$ cat src/rtl/wvm_pkg.sv
// ----------------------------------------------------------------------------
// Weighted vector merge package
// Shared widths, constants and cell interface types.
// ----------------------------------------------------------------------------
package wvm_pkg;
  localparam int TopCount  = 10;
  localparam int MaxLength = 65536;
  localparam int PosW      = 17;
  localparam int DiffW     = 32;
  localparam int FillW     = $clog2(TopCount + 1);

  typedef enum logic [0:0] {
    CFG_FIRST_LEAVES  = 1'b0,
    CFG_SECOND_LEAVES = 1'b1
  } cfg_idx_e;

  typedef enum logic [0:0] {
    KIND_MERGED = 1'b0,
    KIND_LIST   = 1'b1
  } kind_e;

  // entry carried along the cell chain
  typedef struct packed {
    logic             valid;
    logic [DiffW-1:0] diff;
    logic [PosW-1:0]  pos;
  } entry_t;

  // chain control broadcast to every cell
  typedef struct packed {
    logic insert;  // offer a new entry
    logic shift;   // shift list toward the head (drain)
    logic clear;   // drop all entries
  } cell_ctrl_t;
endpackage

$ cat src/rtl/wvm_cell.sv
// ----------------------------------------------------------------------------
// Weighted vector merge list cell
// One slot of the sorted top-difference list.
// ----------------------------------------------------------------------------
module wvm_cell import wvm_pkg::*; (
  input  logic       clk_i,
  input  logic       rst_ni,
  input  cell_ctrl_t ctrl_i,
  input  entry_t     new_i,      // offered entry
  input  entry_t     prev_i,     // entry held by the cell above
  input  logic       prev_take_i, // cell above takes the new entry or passed it down
  input  entry_t     next_i,     // entry held by the cell below
  output entry_t     entry_o,
  output logic       take_o
);
  entry_t entry_q, entry_d;

  // new entry ranks ahead of the held one (equal diff keeps earlier position)
  assign take_o = !entry_q.valid || (new_i.diff > entry_q.diff);

  always_comb begin
    entry_d = entry_q;
    if (ctrl_i.clear) begin
      entry_d = '0;
    end else if (ctrl_i.shift) begin
      entry_d = next_i;
    end else if (ctrl_i.insert) begin
      if (prev_take_i) begin
        entry_d = prev_i;
      end else if (take_o) begin
        entry_d = new_i;
      end
    end
  end

  always_ff @(posedge clk_i or negedge rst_ni) begin
    if (!rst_ni) begin
      entry_q <= '0;
    end else begin
      entry_q <= entry_d;
    end
  end

  assign entry_o = entry_q;
endmodule

$ cat config.mk
export PLATFORM = sky130hd
export DESIGN_NAME = wvm_cell
export DESIGN_NICKNAME = d
export VERILOG_FILES = /design/src/rtl/wvm_pkg.sv /design/src/rtl/wvm_cell.sv
export SDC_FILE = /design/constraint.sdc
export NUM_CORES = 1
export LEC_CHECK = 0
export BUFFER_PORTS_ARGS = -buffer_cell sky130_fd_sc_hd__buf_2
export CAP_MARGIN = 20
export CORE_MARGIN = 1
export CORE_UTILIZATION = 33
export DETAILED_ROUTE_END_ITERATION = 10
export GPL_TIMING_DRIVEN = 1
export PLACE_DENSITY = 0.66
export SKIP_CTS_REPAIR_TIMING = 1
export SYNTH_ARGS = -nofsm -noshare
export SYNTH_HDL_FRONTEND = slang
export SYNTH_SLANG_ARGS = --single-unit
$ cat constraint.sdc
create_clock -name clk_i -period 3.1 [get_ports clk_i]
set_input_delay 0.155 -clock clk_i [delete_from_list [all_inputs] [get_ports clk_i]]
set_output_delay 0.155 -clock clk_i [all_outputs]
set_load 0.02 [all_outputs]
======== After elaboration in Yosys (flattened, before gate mapping) ========
Index checks and enable logic that the tools add are counted.
operators by class
  reduce and logical (&&, ||, !) cells .... 5
  muxes and demuxes ....................... 5
  $lt $le $gt $ge ......................... 1
operators with widths
  cell                 count
  two-way mux 50 bit   5
  > comparator 32 bit  1
  nonzero test 4 bit   1
  nonzero test 3 bit   1
  AND reduction 2 bit  1
  logical NOT 1 bit    1
  logical OR 1 bit     1
storage, ports and cells
  word-level logic and storage cells ...... 14
  flip-flop bits (word level) ............. 50
  output and inout port bits .............. 51

======== Depth between registers and ports, before layout ========
Gate-level depths: netlist of the first run.
  word-level depth ........................ 7
  gate-level depth with buffers ........... 10

======== Least setup slack after synthesis of the first run ========
Ideal clock, no wire load.
  kind .................................... register to register
  start ................................... register entry_q, in the netlist entry_o[32]
  end ..................................... register entry_q, in the netlist entry_o[33]
  data arrival time ....................... 2,319 ps
  slack ................................... 700 ps
  data required time ...................... 3,020 ps
  stages on the path, launching flop included .. 11
  setup time .............................. 80 ps
  cell sequence ........................... dfrtp_1 inv_1 ha_1 nand4_1 nor4_2 a21boi_1 o31ai_2 a41o_1 buf_6 buf_6 o211ai_2
between the ends
  longest elaborated chain between the ends .. 4
RTL lines
  what                                  RTL line        text
  start: declaration                    wvm_cell.sv:16  entry_t entry_q, entry_d;
  start signal: assignment              wvm_cell.sv:40  entry_q <= entry_d;
  > comparator 32 bit                   wvm_cell.sv:19  assign take_o = !entry_q.valid || (new_i.diff > entry_q.diff);
  logical OR 1 bit                      wvm_cell.sv:19
  nonzero test 4 bit (no source line)   -
  AND reduction 2 bit (no source line)  -
No other way between the ends.
A chain may end at the register's enable or synchronous reset.

======== Final worst setup path of the first run ========
  start ................................... register entry_q, in the netlist entry_o[28]
  end ..................................... output port take_o
between the ends
  longest elaborated chain between the ends .. 2
RTL lines
  what                 RTL line        text
  > comparator 32 bit  wvm_cell.sv:19
  logical OR 1 bit     wvm_cell.sv:19
  end: declaration     wvm_cell.sv:14  output logic take_o
No other way between the ends.

==> results.json, run 1 <==
{
  "post_dp_cell_area_sq_mm": 0.00570,
  "critical-path-top-delay-family": "simple AND/OR/NAND/NOR gates",
  "globalRouteTotalUtil": 0.211,
  "synth.net_count": 694,
  "syn-cell-area_sq_mm": 0.00451,
  "yosys_register_bits": 50,
  "sinks_on_the_clock_net": 50,
  "setup_total_negative_slack_ps": 0,
  "yosys_warnings": 0,
  "critical_path.startpoint_type": "register",
  "grt_max_degree": 52,
  "worst-path-stages": 9,
  "met2_wirelength_microns": 7570,
  "clkSlewWorstSetupHoldPaths_ps": 70,
  "numPortBuffers": 206,
  "timing.final.setup_violations": 0,
  "hpwlAfterDp_microns": 10900,
  "crit_path_end_kind": "primary output",
  "die_area_sq_mm": 0.0141,
  "synth_to_layout_area_growth_pct": 30.8,
  "final_nets": 870,
  "tritoncts_clock_tree": "yes",
  "drv_cap": 0,
  "total_leakage_power_uw": 0.00262,
  "critical_path_class": "reg2out",
  "floorplan.initialDensity": 0.339,
  "first_pass_grt_wire_length_microns": 24100,
  "final_core_util": 0.443,
  "yosysSeqAreaShare": 0.278,
  "final_max_slew_viol_count": 0,
  "setup.worst_path.end": "take_o",
  "crit_path_cell_trace": "inv_1 > ha_1 > nand4_1 > nor4_4 > a21boi_1 > o31ai_4 > buf_6 > nand3_1 > buf_2",
  "reg2regPathDepth": 9,
  "worst_slew_pin_slew_ps": 718,
  "routed-via-count": 4881,
  "finClkSkew_ps": 8.09,
  "die_x_microns": 119,
  "route.top_layer_used": "met4",
  "p_int_uw": 1320,
  "max_freq_ghz": 0.358,
  "power.share.switching": 0.352,
  "outcome": "complete, no violations",
  "cts-htree-levels": 2,
  "crit_path_max_incr_delay_ps": 390,
  "worst_skew_pair.late_latency_ps": 290,
  "max-slew-margin-rel": 0.521,
  "top_level_ports": 207,
  "fillerInstances": 1330,
  "final_period_minus_worst_setup_slack_ps": 2790,
  "remaining_drc_errors": 0,
  "length_of_routed_wiring_on_met1_microns": 6610,
  "worstPathArrival_ps": 2640,
  "largest_reg_flops": 50,
  "drtPass1Iterations": 7,
  "wl_met3_microns": 851,
  "finalHoldViolations": 0,
  "vias_per_cell": 5.68,
  "post_drt_antenna_nets": 0,
  "vdd_drop_max_mv": 0.188,
  "finish.instance_area_sq_mm": 0.00589,
  "initialDrtViolationCount": 325,
  "share_seq_of_total_power": 0.361,
  "antenna_found_initial": 0,
  "regToRegSetupSlack_ps": 350,
  "root_buffer": "sky130_fd_sc_hd__clkbuf_16",
  "num_antenna_cells": 0,
  "reg2reg_start": "entry_o[28]$_DFFE_PN0P_",
  "fp.dieH_microns": 119,
  "rsz0062_at_grt": "false",
  "critical_path.max_fanout": 51,
  "first_global_vias": 4702,
  "drive_above_1_share": 0.430,
  "final.period_utilization": 0.902,
  "cts-buffers-inserted": 5,
  "rr_endpoint": "entry_o[32]$_DFFE_PN0P_",
  "stdcell_count": 859,
  "core_area_sq_mm": 0.0133,
  "clk_path_buf_depth": 2,
  "detail_route.wirelength_microns": 15200,
  "placed_cells_incl_taps": 849,
  "synth_cells": 506,
  "switching_pwr_uw": 715,
  "ys_types": 37,
  "place_congestion": 0.850,
  "drt-wirelength-per-cell_microns": 17.7,
  "timing.hold.worst.class": "in2reg",
  "timing.critical_path.required_ps": 2940,
  "pwr_density_cell_mw_per_mm2": 345,
  "power.share.clock": 0.291,
  "cp.buffers_inverters": 3,
  "critical_path.startpoint": "entry_o[28]$_DFFE_PN0P_",
  "comb_power_share": 0.348,
  "worst_path_max_delay_cell": "sky130_fd_sc_hd__buf_6",
  "std_cell_rows": 42,
  "synthesis.area_per_instance_sq_um": 8.91,
  "grt_overflow": 0
}
==> per-stage QoR <==
stage | setup slack [ps] | hold WS, ps | power [uW]
floorplan | 700 | -141 | 1160
global placement | 192 | 419 | 1420
detailed placement | 136 | 211 | 1440
CTS | -89.8 | -104 | 2040
global route | 89.8 | 105 | 2150
finish | 305 | 112 | 2030
==> synth_stat cells <==
cell type,number,area (sq um)
sky130_fd_sc_hd__nand3b_1,18,135
sky130_fd_sc_hd__buf_6,2,22.5
sky130_fd_sc_hd__or3_1,31,194
sky130_fd_sc_hd__a22oi_1,49,368
sky130_fd_sc_hd__a41o_1,1,10.0
sky130_fd_sc_hd__nor3_1,31,155
sky130_fd_sc_hd__nor2_1,5,18.8
sky130_fd_sc_hd__nor2b_1,2,12.5
sky130_fd_sc_hd__buf_1,5,18.8
sky130_fd_sc_hd__nand3_1,5,25.0
sky130_fd_sc_hd__nor4_1,1,6.26
sky130_fd_sc_hd__nand4_1,55,344
sky130_fd_sc_hd__mux2_2,48,541
sky130_fd_sc_hd__ha_1,32,400
sky130_fd_sc_hd__o2bb2ai_1,1,8.76
sky130_fd_sc_hd__dfrtp_1,50,1250
sky130_fd_sc_hd__o21a_1,2,15.0
sky130_fd_sc_hd__o311ai_0,1,8.76
sky130_fd_sc_hd__a21boi_1,2,15.0
sky130_fd_sc_hd__nand4b_1,1,8.76
sky130_fd_sc_hd__o21ai_0,3,15.0
sky130_fd_sc_hd__mux2i_1,1,10.0
sky130_fd_sc_hd__o211ai_1,40,300
sky130_fd_sc_hd__inv_1,33,124
sky130_fd_sc_hd__o211ai_2,10,125
sky130_fd_sc_hd__clkbuf_1,43,161
sky130_fd_sc_hd__a21o_1,3,22.5
sky130_fd_sc_hd__nor3b_2,1,12.5
sky130_fd_sc_hd__o31ai_2,2,25.0
sky130_fd_sc_hd__nand2_1,6,22.5
sky130_fd_sc_hd__and4_1,1,8.76
sky130_fd_sc_hd__nor4_2,1,12.5
sky130_fd_sc_hd__buf_2,3,15.0
sky130_fd_sc_hd__a2111oi_0,1,8.76
sky130_fd_sc_hd__or2_2,1,6.26
sky130_fd_sc_hd__a221oi_1,1,8.76
sky130_fd_sc_hd__a21oi_1,14,70.1
==> logic make-up (layout without fill, tap and decap cells) <==
logic type / count (synthesis) / in the layout / share of synthesized area
flops: 50 / 50 / 0.278
buf+inv: 86 / 263 / 0.0758
fa+ha+maj: 32 / 32 / 0.0888
compound gates: 130 / 130 / 0.222
simple gates: 159 / 159 / 0.213
mux: 49 / 49 / 0.122
==> layout by cell type (no fill, tap or decap), types with 2 or more instances in the layout <==
| cell | count |
|---|---|
| sky130_fd_sc_hd__a21boi_1 | 2 |
| sky130_fd_sc_hd__a21o_1 | 3 |
| sky130_fd_sc_hd__a21oi_1 | 14 |
| sky130_fd_sc_hd__a22oi_1 | 49 |
| sky130_fd_sc_hd__buf_12 | 2 |
| sky130_fd_sc_hd__buf_2 | 205 |
| sky130_fd_sc_hd__buf_4 | 12 |
| sky130_fd_sc_hd__clkbuf_16 | 5 |
| sky130_fd_sc_hd__clkinv_4 | 2 |
| sky130_fd_sc_hd__dfrtp_1 | 50 |
| sky130_fd_sc_hd__ha_1 | 32 |
| sky130_fd_sc_hd__inv_1 | 33 |
| sky130_fd_sc_hd__mux2_2 | 48 |
| sky130_fd_sc_hd__nand2_1 | 6 |
| sky130_fd_sc_hd__nand3_1 | 5 |
| sky130_fd_sc_hd__nand3b_1 | 18 |
| sky130_fd_sc_hd__nand4_1 | 55 |
| sky130_fd_sc_hd__nor2_1 | 5 |
| sky130_fd_sc_hd__nor3_1 | 31 |
| sky130_fd_sc_hd__o211ai_1 | 40 |
| sky130_fd_sc_hd__o211ai_2 | 10 |
| sky130_fd_sc_hd__o21a_1 | 2 |
| sky130_fd_sc_hd__o21ai_0 | 3 |
| sky130_fd_sc_hd__o31ai_4 | 2 |
| sky130_fd_sc_hd__or3_1 | 31 |
==> power by group through the flow <==
stage | clock network, uW | logic [uW] | registers (uW)
finish | 592 | 706 | 733
global route | 638 | 770 | 739
CTS | 604 | 702 | 733
detailed placement | 0 | 700 | 745
global placement | 0 | 676 | 742
floorplan | 0 | 353 | 803
==> layout make-up <==
class,instances,area (sq um),area share
Clock buffer,6,139,0.0236
Inverter,33,124,0.0210
Sequential cell,50,1250,0.212
Timing Repair Buffer,222,1190,0.202
Multi-Input combinational cell,370,2950,0.500
Tap cell,176,220,0.0374
Clock inverter,2,17.5,0.00297
==> metal layers <==
| layer | vias up | GRT usage |
|---|---|---|
| met3 | 12 | 0.0283 |
| met2 | 191 | 0.374 |
| met4 | 0 | 0.0562 |
| met1 | 2350 | 0.267 |
| met5 | - | 0 |
| li1 | 2328 | - |
==> worst min path at each step <==
stage	start	end	slack [ps]	depth (start not counted)
finish	ctrl_i[0]	entry_o[49]$_DFFE_PN0P_	110	2
detailed placement	rst_ni	entry_o[1]$_DFFE_PN0P_	210	1
CTS	rst_ni	entry_o[43]$_DFFE_PN0P_	-100	1
global route	ctrl_i[0]	entry_o[49]$_DFFE_PN0P_	110	2
global placement	ctrl_i[0]	entry_o[49]$_DFFE_PN0P_	420	2
floorplan	rst_ni	entry_o[0]$_DFFE_PN0P_	-140	0
Note: power is estimated with default switching activity, not from simulation.
==> run 2, diff against run 1 <==
CORE_ASPECT_RATIO = 0.7   (was unset)
==> run 2 against run 1 <==
Hold slack got worse by 36 ps. Final cell count increased by 1.4%. Total power increased by 2.3%. Count of clock-buffer cells in the layout unchanged. Maximum frequency decreased by 3.4%. Clock skew decreased by 1.2 ps. Sequential power increased by 1%. Clock power increased by 6.8%. Critical path depth unchanged.
==> results.json, run 2 (synthesis results as in run 1) <==
{
  "tritoncts_clock_tree": "yes",
  "largest_reg_flops": 50,
  "crit_path_cell_trace": "inv_1 > ha_1 > nand4_1 > nor4_4 > a21boi_1 > o31ai_4 > buf_4 > nand3_1 > buf_2",
  "clk_path_buf_depth": 2,
  "first_pass_grt_wire_length_microns": 25400,
  "grt_max_degree": 75,
  "drtPass1Iterations": 5,
  "share_seq_of_total_power": 0.356,
  "timing.final.setup_violations": 0,
  "pwr_density_cell_mw_per_mm2": 351,
  "place_congestion": 0.827,
  "worst_path_max_delay_cell": "sky130_fd_sc_hd__nor4_4",
  "power.share.clock": 0.304,
  "timing.hold.worst.class": "in2reg",
  "total_leakage_power_uw": 0.00263,
  "cts-htree-levels": 2,
  "numPortBuffers": 206,
  "worst-path-stages": 9,
  "rr_endpoint": "entry_o[32]$_DFFE_PN0P_",
  "outcome": "complete, no violations",
  "routed-via-count": 4919,
  "std_cell_rows": 35,
  "grt_overflow": 0,
  "placed_cells_incl_taps": 859,
  "reg2reg_start": "entry_o[31]$_DFFE_PN0P_",
  "clkSlewWorstSetupHoldPaths_ps": 70,
  "critical_path.startpoint_type": "register",
  "drive_above_1_share": 0.431,
  "timing.critical_path.required_ps": 2940,
  "critical_path_class": "reg2out",
  "final_period_minus_worst_setup_slack_ps": 2890,
  "top_level_ports": 207,
  "comb_power_share": 0.340,
  "antenna_found_initial": 1,
  "crit_path_end_kind": "primary output",
  "p_int_uw": 1380,
  "final.period_utilization": 0.933,
  "core_area_sq_mm": 0.0132,
  "sinks_on_the_clock_net": 50,
  "most-common-layout-cells": "sky130_fd_sc_hd__buf_2 (205), sky130_fd_sc_hd__nand4_1 (55), sky130_fd_sc_hd__dfrtp_1 (50)",
  "initialDrtViolationCount": 259,
  "die_x_microns": 142,
  "switching_pwr_uw": 703,
  "finalHoldViolations": 0,
  "final_nets": 872,
  "finClkSkew_ps": 6.85,
  "cp.buffers_inverters": 3,
  "drt-wirelength-per-cell_microns": 18.3,
  "power.share.switching": 0.338,
  "detail_route.wirelength_microns": 15900,
  "vias_per_cell": 5.65,
  "globalRouteTotalUtil": 0.225,
  "vdd_drop_max_mv": 0.285,
  "max-slew-margin-rel": 0.297,
  "die_area_sq_mm": 0.0141,
  "regToRegSetupSlack_ps": 380,
  "hpwlAfterDp_microns": 11400,
  "finalPower_uw": 2080,
  "floorplan.initialDensity": 0.341,
  "post_drt_antenna_nets": 0,
  "drv_cap": 0,
  "critical_path.max_fanout": 26,
  "final_max_slew_viol_count": 0,
  "worst_slew_pin_slew_ps": 1050,
  "worst_skew_pair.late_latency_ps": 290,
  "critical-path-top-delay-family": "simple AND/OR/NAND/NOR gates",
  "reg2regPathDepth": 9,
  "critical_path.startpoint": "entry_o[31]$_DFFE_PN0P_",
  "setup_total_negative_slack_ps": 0,
  "first_global_vias": 4924,
  "remaining_drc_errors": 0,
  "setup.worst_path.end": "take_o",
  "crit_path_max_incr_delay_ps": 440,
  "root_buffer": "sky130_fd_sc_hd__clkbuf_16",
  "rsz0062_at_grt": "false",
  "fp.dieH_microns": 99.8,
  "max_freq_ghz": 0.346,
  "fillerInstances": 1335,
  "synth_to_layout_area_growth_pct": 31.5,
  "stdcell_count": 871,
  "cts-buffers-inserted": 5,
  "most_frequent_standard_cell_in_the_layout_excluding_fill_and_tap_cells": "sky130_fd_sc_hd__buf_2",
  "worstPathArrival_ps": 2740
}
-- run 2: changes by cell type in the layout (fill, tap and decap cells not counted) --
cell,previous run,this run
sky130_fd_sc_hd__buf_8,1,0
sky130_fd_sc_hd__clkbuf_1,0,1
sky130_fd_sc_hd__clkinvlp_4,0,1
sky130_fd_sc_hd__clkbuf_8,1,0
sky130_fd_sc_hd__buf_4,12,15
sky130_fd_sc_hd__bufinv_16,0,1
sky130_fd_sc_hd__diode_2,0,1
sky130_fd_sc_hd__clkinv_4,2,0
-- run 2: power groups by stage --
stage	logic (uW)	clock network (uW)	registers, uW
after floorplan	353	0	803
after global placement	676	0	752
after detailed placement	699	0	752
after CTS	702	654	740
after global routing	780	670	748
final	706	632	741
-- run 2: how the worst min path moves through the flow --
| stage | slack [ps] | endpoint | from | depth (start not counted) |
|---|---|---|---|---|
| 5_1_grt | 80 | entry_o[49]$_DFFE_PN0P_ | ctrl_i[0] | 2 |
| 3_5_place_dp | 380 | entry_o[49]$_DFFE_PN0P_ | ctrl_i[0] | 2 |
| 4_1_cts | 70 | entry_o[49]$_DFFE_PN0P_ | ctrl_i[0] | 2 |
| 3_3_place_gp | 370 | entry_o[49]$_DFFE_PN0P_ | ctrl_i[0] | 2 |
| 6_report | 80 | entry_o[49]$_DFFE_PN0P_ | ctrl_i[0] | 2 |
| 2_1_floorplan | -140 | entry_o[0]$_DFFE_PN0P_ | rst_ni | 0 |
-- run 2: area by class of cell --
class	count	area [sq um]	share of cell area
antenna	1	2.50	0.000422
clock buffer	6	129	0.0218
clock inverter	2	37.5	0.00634
inverter	33	124	0.0209
multi-input combinational	370	2950	0.498
sequential	50	1250	0.211
tap	185	231	0.0391
timing repair buffer	224	1200	0.203
-- run 2: worst reg2reg max path: stages, from the launching register on --
cell	delay (ps)
sky130_fd_sc_hd__dfrtp_1	360
sky130_fd_sc_hd__inv_1	80
sky130_fd_sc_hd__ha_1	290
sky130_fd_sc_hd__nand4_1	260
sky130_fd_sc_hd__nor4_4	450
sky130_fd_sc_hd__a21boi_1	340
sky130_fd_sc_hd__o31ai_4	120
sky130_fd_sc_hd__a41o_2	290
sky130_fd_sc_hd__buf_4	230
sky130_fd_sc_hd__o211ai_1	240
-- run 2: metal layers --
metal / share of wire / global-route usage
met5: 0 / 0
met1: 0.46 / 0.295
met4: 0.0023 / 0.0314
met2: 0.47 / 0.395
met3: 0.067 / 0.0386
-- run 2: stage by stage --
stage / instance area, sq um / hold WS, ps / worst slack, ps / utilization
after CTS: 5870 / 70.1 / 99.6 / 0.444
after global routing: 5920 / 84.5 / 20.3 / 0.448
final: 5920 / 75.9 / 208 / 0.448
after global placement: 5710 / 371 / 293 / 0.431
after floorplan: 4510 / -141 / 700 / -
after detailed placement: 5710 / 376 / 292 / 0.431
