`src/rtl/wvm_pkg.sv`:
```
// ----------------------------------------------------------------------------
// Weighted vector merge package
// Shared widths, constants and cell interface types.
// ----------------------------------------------------------------------------
package wvm_pkg;
  localparam int TopCount  = 10;
  localparam int MaxLength = 65536;
  localparam int PosW      = 17;
  localparam int DiffW     = 32;
  localparam int FillW     = $clog2(TopCount + 1);

  typedef enum logic [0:0] {
    CFG_FIRST_LEAVES  = 1'b0,
    CFG_SECOND_LEAVES = 1'b1
  } cfg_idx_e;

  typedef enum logic [0:0] {
    KIND_MERGED = 1'b0,
    KIND_LIST   = 1'b1
  } kind_e;

  // entry carried along the cell chain
  typedef struct packed {
    logic             valid;
    logic [DiffW-1:0] diff;
    logic [PosW-1:0]  pos;
  } entry_t;

  // chain control broadcast to every cell
  typedef struct packed {
    logic insert;  // offer a new entry
    logic shift;   // shift list toward the head (drain)
    logic clear;   // drop all entries
  } cell_ctrl_t;
endpackage

```
`src/rtl/wvm_div.sv`:
```
// ----------------------------------------------------------------------------
// Weighted vector merge divider
// Restoring signed divide, one quotient bit per cycle.
// ----------------------------------------------------------------------------
module wvm_div import wvm_pkg::*; (
  input  logic               clk_i,
  input  logic               rst_ni,
  input  logic               start_i,
  input  logic signed [49:0] num_i,
  input  logic [16:0]        den_i,
  output logic               done_o,
  output logic signed [31:0] quot_o
);
  logic [49:0] rem_q, rem_d;
  logic [49:0] quo_q, quo_d;
  logic [16:0] den_q;
  logic        neg_q;
  logic [5:0]  cnt_q;
  logic        busy_q;
  logic [50:0] trial;
  logic [49:0] qsigned;

  assign trial = {rem_q, quo_q[49]} - {34'd0, den_q};

  always_comb begin
    rem_d = trial[50] ? {rem_q[48:0], quo_q[49]} : trial[49:0];
    quo_d = {quo_q[48:0], !trial[50]};
  end

  always_ff @(posedge clk_i or negedge rst_ni) begin
    if (!rst_ni) begin
      busy_q <= 1'b0;
      cnt_q  <= '0;
      done_o <= 1'b0;
    end else begin
      done_o <= 1'b0;
      if (start_i) begin
        busy_q <= 1'b1;
        cnt_q  <= 6'd50;
      end else if (busy_q) begin
        cnt_q <= cnt_q - 6'd1;
        if (cnt_q == 6'd1) begin
          busy_q <= 1'b0;
          done_o <= 1'b1;
        end
      end
    end
  end

  always_ff @(posedge clk_i) begin
    if (start_i) begin
      rem_q <= '0;
      quo_q <= num_i[49] ? 50'(-num_i) : 50'(num_i);
      den_q <= den_i;
      neg_q <= num_i[49];
    end else if (busy_q) begin
      rem_q <= rem_d;
      quo_q <= quo_d;
    end
  end

  assign qsigned = neg_q ? 50'(-quo_q) : quo_q;
  assign quot_o  = qsigned[31:0];
endmodule

```
`config.mk`:
```
export PLATFORM = sky130hd
export DESIGN_NAME = wvm_div
export DESIGN_NICKNAME = d
export VERILOG_FILES = /design/src/rtl/wvm_pkg.sv /design/src/rtl/wvm_div.sv
export SDC_FILE = /design/constraint.sdc
export NUM_CORES = 1
export LEC_CHECK = 0
export CORE_MARGIN = 2
export CORE_UTILIZATION = 60
export CTS_CLUSTER_SIZE = 40
export DETAILED_ROUTE_END_ITERATION = 7
export DONT_BUFFER_PORTS = 1
export PLACE_DENSITY = 0.76
export SETUP_SLACK_MARGIN = 0.05
export SLEW_MARGIN = 15
export SYNTH_ARGS = -nofsm -noshare
export SYNTH_HDL_FRONTEND = slang
export SYNTH_SLANG_ARGS = --single-unit
```
`constraint.sdc`:
```
create_clock -name clk_i -period 9.2 [get_ports clk_i]
set_input_delay 1.84 -clock clk_i [delete_from_list [all_inputs] [get_ports clk_i]]
set_output_delay 1.84 -clock clk_i [all_outputs]
set_load 0.02 [all_outputs]
```
# Word-level counts from Yosys, hierarchy flattened
# Cells that the tools add are included.
# classes
add_sub_neg	4
eq_ne	1
muxes	13
reduce_logical	2
# op_table
cell	count
50-bit 2-to-1 mux	4
51-bit by 17-bit subtractor with 51-bit output	1
50-bit negation	1
32-bit 2-to-1 mux	1
32-bit negation	1
6-bit 2-to-1 mux	2
6-bit by 1-bit equality test with 1-bit output, second input constant	1
1-bit 2-to-1 mux	6
6-bit by 1-bit subtractor with 6-bit output, second input constant	1
2-bit nonzero test	1
1-bit logical NOT	1
# totals
regBits	126
input_bits	70
out_inout_bits	33
wordCells	27

# Logic depth before layout (Yosys ltp)
# Gate-level depths: netlist of the first run.
# depth
word_depth	4
depth_mapped	15
mapped_depth_nobuf	12

# Worst setup path before layout of the first run
# OpenSTA, ideal clock, no wires.
# synth_timing
path_kind	register to output
startpoint	register quo_q[12]
endpoint	output port quot_o[31]
arrival_ps	2992
required_ps	7360
path_slack_ps	4368
stages_incl_launch_ff	8
path_buffers	0
cell_sequence	edfxtp_1 -> or4_1 -> or3_1 -> or3_1 -> or3_1 -> or4_1 -> o31ai_1 -> xnor2_1
# synth_between
elab_chain_cells	2
# synth_rtl
element	line	source
start, declared	wvm_div.sv:15	logic [49:0] quo_q, quo_d;
start signal, assigned	wvm_div.sv:53	quo_q <= num_i[49] ? 50'(-num_i) : 50'(num_i);
start signal, assigned	wvm_div.sv:58	quo_q <= quo_d;
32-bit negation	wvm_div.sv:62	assign qsigned = neg_q ? 50'(-quo_q) : quo_q;
32-bit 2-to-1 mux	wvm_div.sv:62	
end, declared	wvm_div.sv:12	output logic signed [31:0] quot_o
# Every way passes these cells.

# Worst setup path in the final report of the first run
# Same ends and word-level chain as after synthesis.

==> impl_metrics.env, run 1 <==
export IMPL_status="complete, no violations"
export IMPL_seq_power_share_pct=33.4
export IMPL_grt_pass1_vias=6169
export IMPL_pwr_share_clk_pct=24.7
export IMPL_ys_types=69
export IMPL_finalSetupViolCount=0
export IMPL_intPower_mw=1.66
export IMPL_dr_wl_met3_um=1050
export IMPL_drt_iter0_markers=555
export IMPL_die_area_mm2=0.0144
export IMPL_clock_sinks=126
export IMPL_hold_path_cell_count=2
export IMPL_wl_met2_um=8740
export IMPL_rows=42
export IMPL_peakVddDrop_v=0.000182
export IMPL_overflow=0
export IMPL_cts_tree="done"
export IMPL_layout_nets=964
export IMPL_fmaxAchievable_ghz=0.180
export IMPL_core_mm2=0.0132
export IMPL_netlist_area_leader_share_pct=25.4
export IMPL_reg2reg_setup_slack_ps=4900
export IMPL_synth_edff_count=68
export IMPL_grt_max_degree=166
export IMPL_io_pins=103
export IMPL_r2r_end="rem_q[24]$_SDFFE_PP0P_"
export IMPL_final_common_cell="nor2_1"
export IMPL_clock_root_buffer="clkbuf_16"
export IMPL_cp_required_ps=7360
export IMPL_layout_common_cells="nor2_1 (119), edfxtp_1 (68), a21oi_1 (67), xnor2_1 (66), nand2_1 (59)"
export IMPL_wirelength_um=18100
export IMPL_fin_crit_sh_pct=60.4
export IMPL_min_from="rem_q[11]$_SDFFE_PP0P_"
export IMPL_cts_setup_buffers=0
export IMPL_tightest_slew_ps=1080
export IMPL_post_cts_resize_count=0
export IMPL_nFillCells=1063
export IMPL_drt_pass1_iter_count=5
export IMPL_clk_pin_slew_ps=50
export IMPL_hold_viol=0
export IMPL_area_delta_synth_final_pct=8.10
export IMPL_cp_start_kind="flip-flop"
export IMPL_fin_crit_ps=5560
export IMPL_synth_area_leaders="edfxtp_1 (25%), dfxtp_1 (12%), xnor2_1 (7.2%), xor2_1 (6.3%), nor2_1 (5.6%)"
export IMPL_comb_power_share_pct=41.9
export IMPL_syn_nets=987
export IMPL_power_switching_mw=1.00
export IMPL_final_max_slew_viol_count=0
export IMPL_fp_dieH_um=120
export IMPL_worstPathArrival_ps=3720
export IMPL_antenna_found_initial=0
export IMPL_cts_path_max_buffers=2
export IMPL_synth_top_area_cell="edfxtp_1"
export IMPL_io_buffers=0
export IMPL_start_util_pct=61.0
export IMPL_cp_max_fo=4
export IMPL_clock_latency_ps=420
export IMPL_final_layout_size_suffix_gt1_share_pct=5.76
export IMPL_maxUsedRoutingLayer="met4"
export IMPL_place_congestion=0.896
export IMPL_cts_buffers=17
export IMPL_wl_met1_um=7910
export IMPL_postSynth_asyncResetShare_pct=6.35
export IMPL_hold_buffers=0
export IMPL_rsz0062_at_grt="no"
export IMPL_die_w_um=120
export IMPL_relSlewSlack_pct=28.2
export IMPL_p_leak_nw=3.20
export IMPL_power_total_mw=2.66
export IMPL_synth_warnings=0
export IMPL_htree_levels=4
export IMPL_dp_hpwl_um=12000
export IMPL_num_antenna_cells=0
export IMPL_drv_cap=0
export IMPL_syn_avg_cell_area_um2=8.99
export IMPL_path_class="reg -> out"
export IMPL_ys_seq_elements=126
export IMPL_syn_area_mm2=0.00805
export IMPL_skew_ps=10.7
export IMPL_power_density_mw_per_mm2=306
export IMPL_yosysSeqAreaShare_pct=40.3
export IMPL_synth_flop_cell="edfxtp_1"
export IMPL_avgRoutedWirePerCell_um=17.1
export IMPL_grtUsageTotal_pct=25.5
export IMPL_remaining_drc_errors=0
export IMPL_crit_start="quo_q[12]$_DFFE_PP_"
export IMPL_grt_pass1_wl_um=29700
export IMPL_synthesis_instances=895
export IMPL_end_kind="output port"
export IMPL_vias_per_cell=6.27
export IMPL_dr_total_vias=6649
export IMPL_place_inst=1029
export IMPL_hp_class="reg -> reg"
export IMPL_worst_r2r_path_depth=13
export IMPL_fin_setup_tns_ps=0
export IMPL_ant_nets=0
export IMPL_r2r_start="quo_q[49]$_DFFE_PP_"
export IMPL_switching_share_pct=37.7
export IMPL_hold_path_endpoint="rem_q[11]$_SDFFE_PP0P_"
export IMPL_fin_util_pct=66.0
export IMPL_final_cells=1061
==> how the worst max path moves through the flow <==
| stage | end | slack (ps) | cells past startpoint |
|---|---|---|---|
| global placement | quot_o[31] | 4180 | 7 |
| detailed placement | quot_o[31] | 4090 | 7 |
| CTS | quot_o[31] | 3630 | 7 |
| floorplan | quot_o[31] | 4370 | 7 |
| finish | quot_o[31] | 3640 | 7 |
| global route | quot_o[29] | 3520 | 7 |
==> cell usage after synthesis (all sizes together) (3+ instances only) <==
cell and n:
nand2 59, o211ai 3, nand3 10, o21ai 54
o41ai 10, buf 9, dfxtp 50, edfxtp 68
xnor2 66, nor2b 5, nor4 17, a21oi 67
or3 20, o31ai 22, xor2 58, clkbuf 36
a22o 3, a211oi 29, nor2 119, or2 8
a21o 6, o21a 4, dfrtp 8, or4 21
a311oi 5, inv 28, nand3b 3, ha 21
nand2b 11, nor4b 6, and2 3, or4b 4
nor3 26, mux2i 7
==> state kept, by name, indices dropped and copies added, names as in the netlist <==
signal / cells
quo_q: 50
neg_q: 1
cnt_q: 6
busy_q: 1
rem_q: 50
den_q: 17
done_o: 1
==> power groups by stage <==
| stage | combinational (mW) | clock (mW) | sequential (mW) |
|---|---|---|---|
| finish | 1.12 | 0.657 | 0.890 |
| CTS | 1.11 | 0.665 | 0.886 |
| detailed placement | 1.10 | 0 | 0.894 |
| global route | 1.24 | 0.690 | 0.909 |
| floorplan | 0.960 | 0 | 0.853 |
| global placement | 1.06 | 0 | 0.884 |
==> kinds of logic after synthesis <==
logic type	share of synthesized area, %
flip-flops	40.3
AND/OR/NAND/NOR	20.5
adder cells (fa/ha/maj)	3.51
XOR/XNOR	13.5
buffers and inverters	3.64
multiplexers	1.01
AO/OA/AOI/OAI	17.6
==> worst max-delay path, stage by stage (launching register included) <==
cell,delay [ps]
edfxtp_1,440
or4_1,590
or3_1,360
or3_1,440
or3_1,390
or4_1,510
o31ai_1,290
xnor2_1,290
==> layout make-up <==
class,count,area (um2),area share (%)
multi-input combinational,696,4520,52.0
sequential,126,3240,37.3
clock buffer,27,536,6.16
tap,176,220,2.53
inverter,28,105,1.21
clock inverter,5,51.3,0.590
timing repair buffer,3,22.5,0.259
==> layer usage <==
layer | global-route usage [%] | up-vias
met5 | 0 | -
met4 | 10.0 | 0
met3 | 5.56 | 38
met2 | 41.3 | 236
met1 | 33.4 | 3168
li1 | - | 3207
==> per-stage QoR <==
step	setup slack, ps	hold slack (ps)	cell area (um2)
final	3640	474	8700
after global routing	3520	504	8700
after detailed placement	4090	468	8110
after global placement	4180	459	8110
after floorplan	4370	445	8050
after CTS	3630	475	8700
Note: power is estimated with default switching activity, not from simulation.
==> inputs of run 2 (changes only) <==
CORE_UTILIZATION = 58   (was 60)
clock period = 4.8 ns   (was 9.2 ns; I/O delays follow)
==> run 2 against run 1 <==
Against the previous run: core utilization decreased by 2.9 points; sequential share of layout area increased by 0.19 points; sequential power increased by 91%; critical path depth unchanged; register-to-register slack got worse by 4100 ps; count of clock-buffer cells in the layout decreased by 10; die area increased by 3.3%; highest routed layer unchanged; largest cell class unchanged; cell area decreased by 0.50%.
==> impl_metrics.env, run 2 (same netlist as run 1, synthesis figures left out) <==
export IMPL_finalSetupViolCount=0
export IMPL_core_mm2=0.0137
export IMPL_dp_hpwl_um=11600
export IMPL_fin_setup_tns_ps=0
export IMPL_switching_share_pct=38.4
export IMPL_avgRoutedWirePerCell_um=16.4
export IMPL_overflow=0
export IMPL_reg_largest_list="quo_q x50, rem_q x50, den_q x17"
export IMPL_wirelength_um=17500
export IMPL_r2r_start="quo_q[49]$_DFFE_PP_"
export IMPL_p_leak_nw=3.17
export IMPL_worst_r2r_path_depth=13
export IMPL_place_congestion=0.826
export IMPL_area_delta_synth_final_pct=7.56
export IMPL_final_layout_size_suffix_gt1_share_pct=6.09
export IMPL_power_switching_mw=1.92
export IMPL_cts_tree="done"
export IMPL_fin_crit_sh_pct=96.0
export IMPL_hold_buffers=0
export IMPL_cts_setup_buffers=0
export IMPL_r2r_end="rem_q[28]$_SDFFE_PP0P_"
export IMPL_remaining_drc_errors=0
export IMPL_start_util_pct=58.7
export IMPL_relSlewSlack_pct=28.8
export IMPL_path_cells="or4_1, or3_1, or3_1, or3_1, or4_1, o31ai_1, xnor2_1"
export IMPL_grt_max_degree=166
export IMPL_tightest_slew_ps=1070
export IMPL_drv_cap=0
export IMPL_comb_power_share_pct=42.2
export IMPL_intPower_mw=3.07
export IMPL_layout_common_cells="nor2_1 (119), edfxtp_1 (68), a21oi_1 (67), xnor2_1 (66), nand2_1 (59)"
export IMPL_path_class="reg -> out"
export IMPL_layout_nets=965
export IMPL_num_antenna_cells=0
export IMPL_slowest_stage="or4_1"
export IMPL_grt_pass1_vias=6068
export IMPL_final_common_cell="nor2_1"
export IMPL_cp_start_kind="flip-flop"
export IMPL_hold_viol=0
export IMPL_cp_max_fo=4
export IMPL_hp_class="in -> async"
export IMPL_vias_per_cell=5.98
export IMPL_cts_path_max_buffers=2
export IMPL_seq_power_share_pct=34.2
export IMPL_cp_required_ps=3840
export IMPL_io_buffers=0
export IMPL_peakVddDrop_v=0.000345
export IMPL_io_pins=103
export IMPL_fin_crit_ps=4610
export IMPL_ant_nets=0
export IMPL_post_cts_resize_count=0
export IMPL_grt_pass1_wl_um=29000
export IMPL_clock_latency_ps=420
export IMPL_rows=43
export IMPL_worstPathArrival_ps=3650
export IMPL_die_w_um=122
export IMPL_slowest_delay_ps=570
export IMPL_dr_total_vias=6378
export IMPL_drt_pass1_iter_count=5
export IMPL_power_density_mw_per_mm2=576
export IMPL_fmaxAchievable_ghz=0.217
export IMPL_grtUsageTotal_pct=24.5
export IMPL_cts_buffers=17
export IMPL_power_total_mw=4.99
export IMPL_status="complete, no violations"
export IMPL_rsz0062_at_grt="no"
export IMPL_drt_iter0_markers=446
export IMPL_die_area_mm2=0.0148
export IMPL_end_kind="output port"
export IMPL_clk_pin_slew_ps=60
export IMPL_crit_top_cell="or3_1"
export IMPL_htree_levels=4
export IMPL_skew_ps=8.76
export IMPL_fp_dieH_um=122
export IMPL_reg2reg_setup_slack_ps=790
export IMPL_pwr_share_clk_pct=23.6
export IMPL_final_max_slew_viol_count=0
export IMPL_clock_sinks=126
export IMPL_clock_root_buffer="clkbuf_16"
export IMPL_antenna_found_initial=0
==> run 2: worst max path at each step <==
stage	startpoint	to	slack, ps	cells after the start
floorplan	quo_q[12]$_DFFE_PP_	quot_o[31]	850	7
global placement	quo_q[12]$_DFFE_PP_	quot_o[31]	660	7
detailed placement	quo_q[12]$_DFFE_PP_	quot_o[31]	640	7
CTS	quo_q[11]$_DFFE_PP_	quot_o[31]	170	7
global route	quo_q[12]$_DFFE_PP_	quot_o[28]	50	7
finish	quo_q[12]$_DFFE_PP_	quot_o[31]	190	7
==> run 2: final cells by class <==
type                    instances  area (um2)
flip-flops and latches        126        3240
clock buffers                  17         425
well taps                     180         225
inverters                      28         105
multi-input cells             696        4520
fillers                      1199        5060
clock inverters                15         105
repair buffers                  4        30.0
==> run 2: metrics by stage <==
step	hold WS [ps]	instance area, um2	util, %	instances	setup slack (ps)
CTS	217	8660	63.1	1066	175
global placement	462	8130	59.2	1034	661
floorplan	445	8050	-	895	848
finish	233	8660	63.1	1066	193
detailed placement	465	8130	59.2	1034	640
global route	209	8660	63.1	1066	52.0
==> run 2: metal layers <==
| layer | part of all wire [%] | global-route usage (%) | up-vias |
|---|---|---|---|
| met1 | 44 | 31.2 | 2995 |
| met2 | 48 | 40.0 | 160 |
| met4 | 0.85 | 5.46 | 0 |
| li1 | - | - | 3211 |
| met3 | 7.0 | 8.75 | 12 |
| met5 | 0 | 0 | - |
==> run 2: critical path: cells and delay by family (launching register included) <==
family	cells	cell delay [ps]
and+or+nand+nor	5	2220
DFF	1	430
xor gates and xnor gates	1	300
AOI/OAI and AO/OA	1	270
==> run 2: power groups by stage <==
| stage | Combinational [mW] | Clock, mW | Sequential [mW] |
|---|---|---|---|
| 2_1_floorplan | 1.84 | 0 | 1.64 |
| 3_3_place_gp | 2.06 | 0 | 1.71 |
| 3_5_place_dp | 2.09 | 0 | 1.72 |
| 4_1_cts | 2.11 | 1.19 | 1.70 |
| 5_1_grt | 2.37 | 1.24 | 1.75 |
| 6_report | 2.11 | 1.18 | 1.70 |
==> inputs of run 3 (changes only) <==
CORE_UTILIZATION = 53   (was 58)
PLACE_DENSITY = 0.71   (was 0.76)
==> run 3 against run 2 <==
Against the previous run: core utilization fell by 4.4 points; sequential share of layout area decreased by 0.70 points; cell area is 1.9% higher; register-to-register slack worse by 60 ps; via count down 0.99%; first-iteration DRC count shrank 0.90%; routed wire length up 0.11%; combinational power about the same; largest power group unchanged; clock skew fell by 1.6 ps; critical endpoint is now quot_o[29].
==> impl_metrics.env, run 3 (same netlist as run 1, synthesis figures left out) <==
export IMPL_place_congestion=0.803
export IMPL_power_density_mw_per_mm2=595
export IMPL_met1_usage_pct=28.4
export IMPL_end_kind="output port"
export IMPL_drv_cap=0
export IMPL_hold_ws_ps=222
export IMPL_skew_ps=7.13
export IMPL_tightest_slew_ps=1060
export IMPL_fmaxAchievable_ghz=0.216
export IMPL_cts_buffers=17
export IMPL_place_inst=1043
export IMPL_rsz0062_at_grt="no"
export IMPL_layout_common_cells="nor2_1 (119), edfxtp_1 (68), a21oi_1 (67), xnor2_1 (63), nand2_1 (59)"
export IMPL_cts_setup_buffers=0
export IMPL_peakVddDrop_v=0.000360
export IMPL_cts_tree="done"
export IMPL_die_w_um=127
export IMPL_multi_input_area_mm2=0.00455
export IMPL_die_area_mm2=0.0162
export IMPL_remaining_drc_errors=0
export IMPL_final_common_cell="nor2_1"
export IMPL_final_max_slew_viol_count=0
export IMPL_grt_pass1_vias=5968
export IMPL_status="complete, no violations"
export IMPL_slowest_delay_ps=560
export IMPL_dr_total_vias=6315
export IMPL_path_cells="or4_1, or3_1, or3_1, or3_1, or4_1, o41ai_2, xnor2_2"
export IMPL_grtUsageTotal_pct=22.2
export IMPL_nFillCells=1309
export IMPL_num_antenna_cells=0
export IMPL_fin_crit_sh_pct=96.6
export IMPL_io_buffers=0
export IMPL_finalSetupViolCount=0
export IMPL_final_layout_size_suffix_gt1_share_pct=7.22
export IMPL_p_leak_nw=3.26
export IMPL_reg_largest_list="quo_q x50, rem_q x50, den_q x17"
export IMPL_clock_root_buffer="clkbuf_16"
export IMPL_drt_pass1_iter_count=5
export IMPL_fp_dieH_um=127
export IMPL_ant_nets=0
export IMPL_cts_path_max_buffers=2
export IMPL_clock_sinks=126
export IMPL_dp_hpwl_um=11700
export IMPL_crit_top_cell="or3_1"
export IMPL_htree_levels=4
export IMPL_final_cells=1075
export IMPL_start_util_pct=53.5
export IMPL_cp_max_fo=4
export IMPL_met2_usage_pct=34.8
export IMPL_clk_pin_slew_ps=60
export IMPL_fin_util_pct=58.7
export IMPL_antenna_found_initial=1
export IMPL_wirelength_um=17500
export IMPL_relSlewSlack_pct=29.2
export IMPL_power_total_mw=5.25
export IMPL_vias_per_cell=5.87
export IMPL_drt_iter0_markers=442
export IMPL_grt_max_degree=166
export IMPL_overflow=0
export IMPL_layout_nets=966
export IMPL_area_delta_synth_final_pct=9.61
export IMPL_grt_pass1_wl_um=28900
export IMPL_cp_start_kind="flip-flop"
export IMPL_grtUsageMet3_pct=7.75
export IMPL_hold_viol=0
export IMPL_fin_crit_ps=4640
export IMPL_slowest_stage="or4_1"
export IMPL_cp_required_ps=3840
export IMPL_clock_latency_ps=430
export IMPL_avgRoutedWirePerCell_um=16.3
export IMPL_regArea_mm2=0.00324
export IMPL_busiest_layer="met2"
export IMPL_io_pins=103
export IMPL_fin_setup_tns_ps=0
export IMPL_path_class="reg -> out"
export IMPL_rows=45
export IMPL_worstPathArrival_ps=3680
export IMPL_core_mm2=0.0150
export IMPL_hp_class="in -> async"
[run 3: metrics by stage]
stage,setup slack [ps],instance area [um2]
floorplan,848,8050
global placement,660,8140
detailed placement,610,8140
CTS,116,8790
global route,52.8,8820
finish,161,8820
[run 3: path summary, 6_finish.rpt]
path	start	end	slack [ps]	depth (start not counted)
max	quo_q[12]$_DFFE_PP_	quot_o[29]	160	7
min	rst_ni	cnt_q[2]$_DFFE_PN0P_	220	0
max reg2reg	quo_q[49]$_DFFE_PP_	rem_q[20]$_SDFFE_PP0P_	730	14
min reg2reg	rem_q[1]$_SDFFE_PP0P_	rem_q[1]$_SDFFE_PP0P_	470	2
max in group asynchronous	rst_ni	busy_q$_DFF_PN0_	4500	0
min in group clk_i	rem_q[1]$_SDFFE_PP0P_	rem_q[1]$_SDFFE_PP0P_	470	2
[run 3: repair_timing]
action,CTS,global route
hold buffers,0,0
resized for setup,0,5
setup endpoints to repair,0,3
endpoints found under the hold margin,0,0
[run 3: final cells by class]
class                   instances  share of cell area, %
clock buffers                  17                   4.82
clock inverters                15                   2.50
inverters                      28                   1.19
multi-input cells             696                   51.6
flip-flops and latches        126                   36.8
well taps                     188                   2.67
repair buffers                  5                  0.426
[run 3: layer usage]
layer / vias to the layer above / routed length [um]
li1: 3205 / -
met4: 0 / 315
met5: - / 0
met1: 2956 / 7950
met2: 133 / 8090
met3: 21 / 1150
[run 3: critical path, delay by kind of cell, from the launching register on]
family	cells	cell delay [ps]
xor gates and xnor gates	1	210
AOI/OAI and AO/OA	1	320
DFF	1	440
and+or+nand+nor	5	2260
[run 3: power breakdown]
group | internal (mW) | leakage (nW) | total [mW] | switching (mW)
registers | 1.41 | 1.19 | 1.70 | 0.286
clock network | 0.918 | 0.313 | 1.41 | 0.496
logic | 0.974 | 1.76 | 2.13 | 1.16
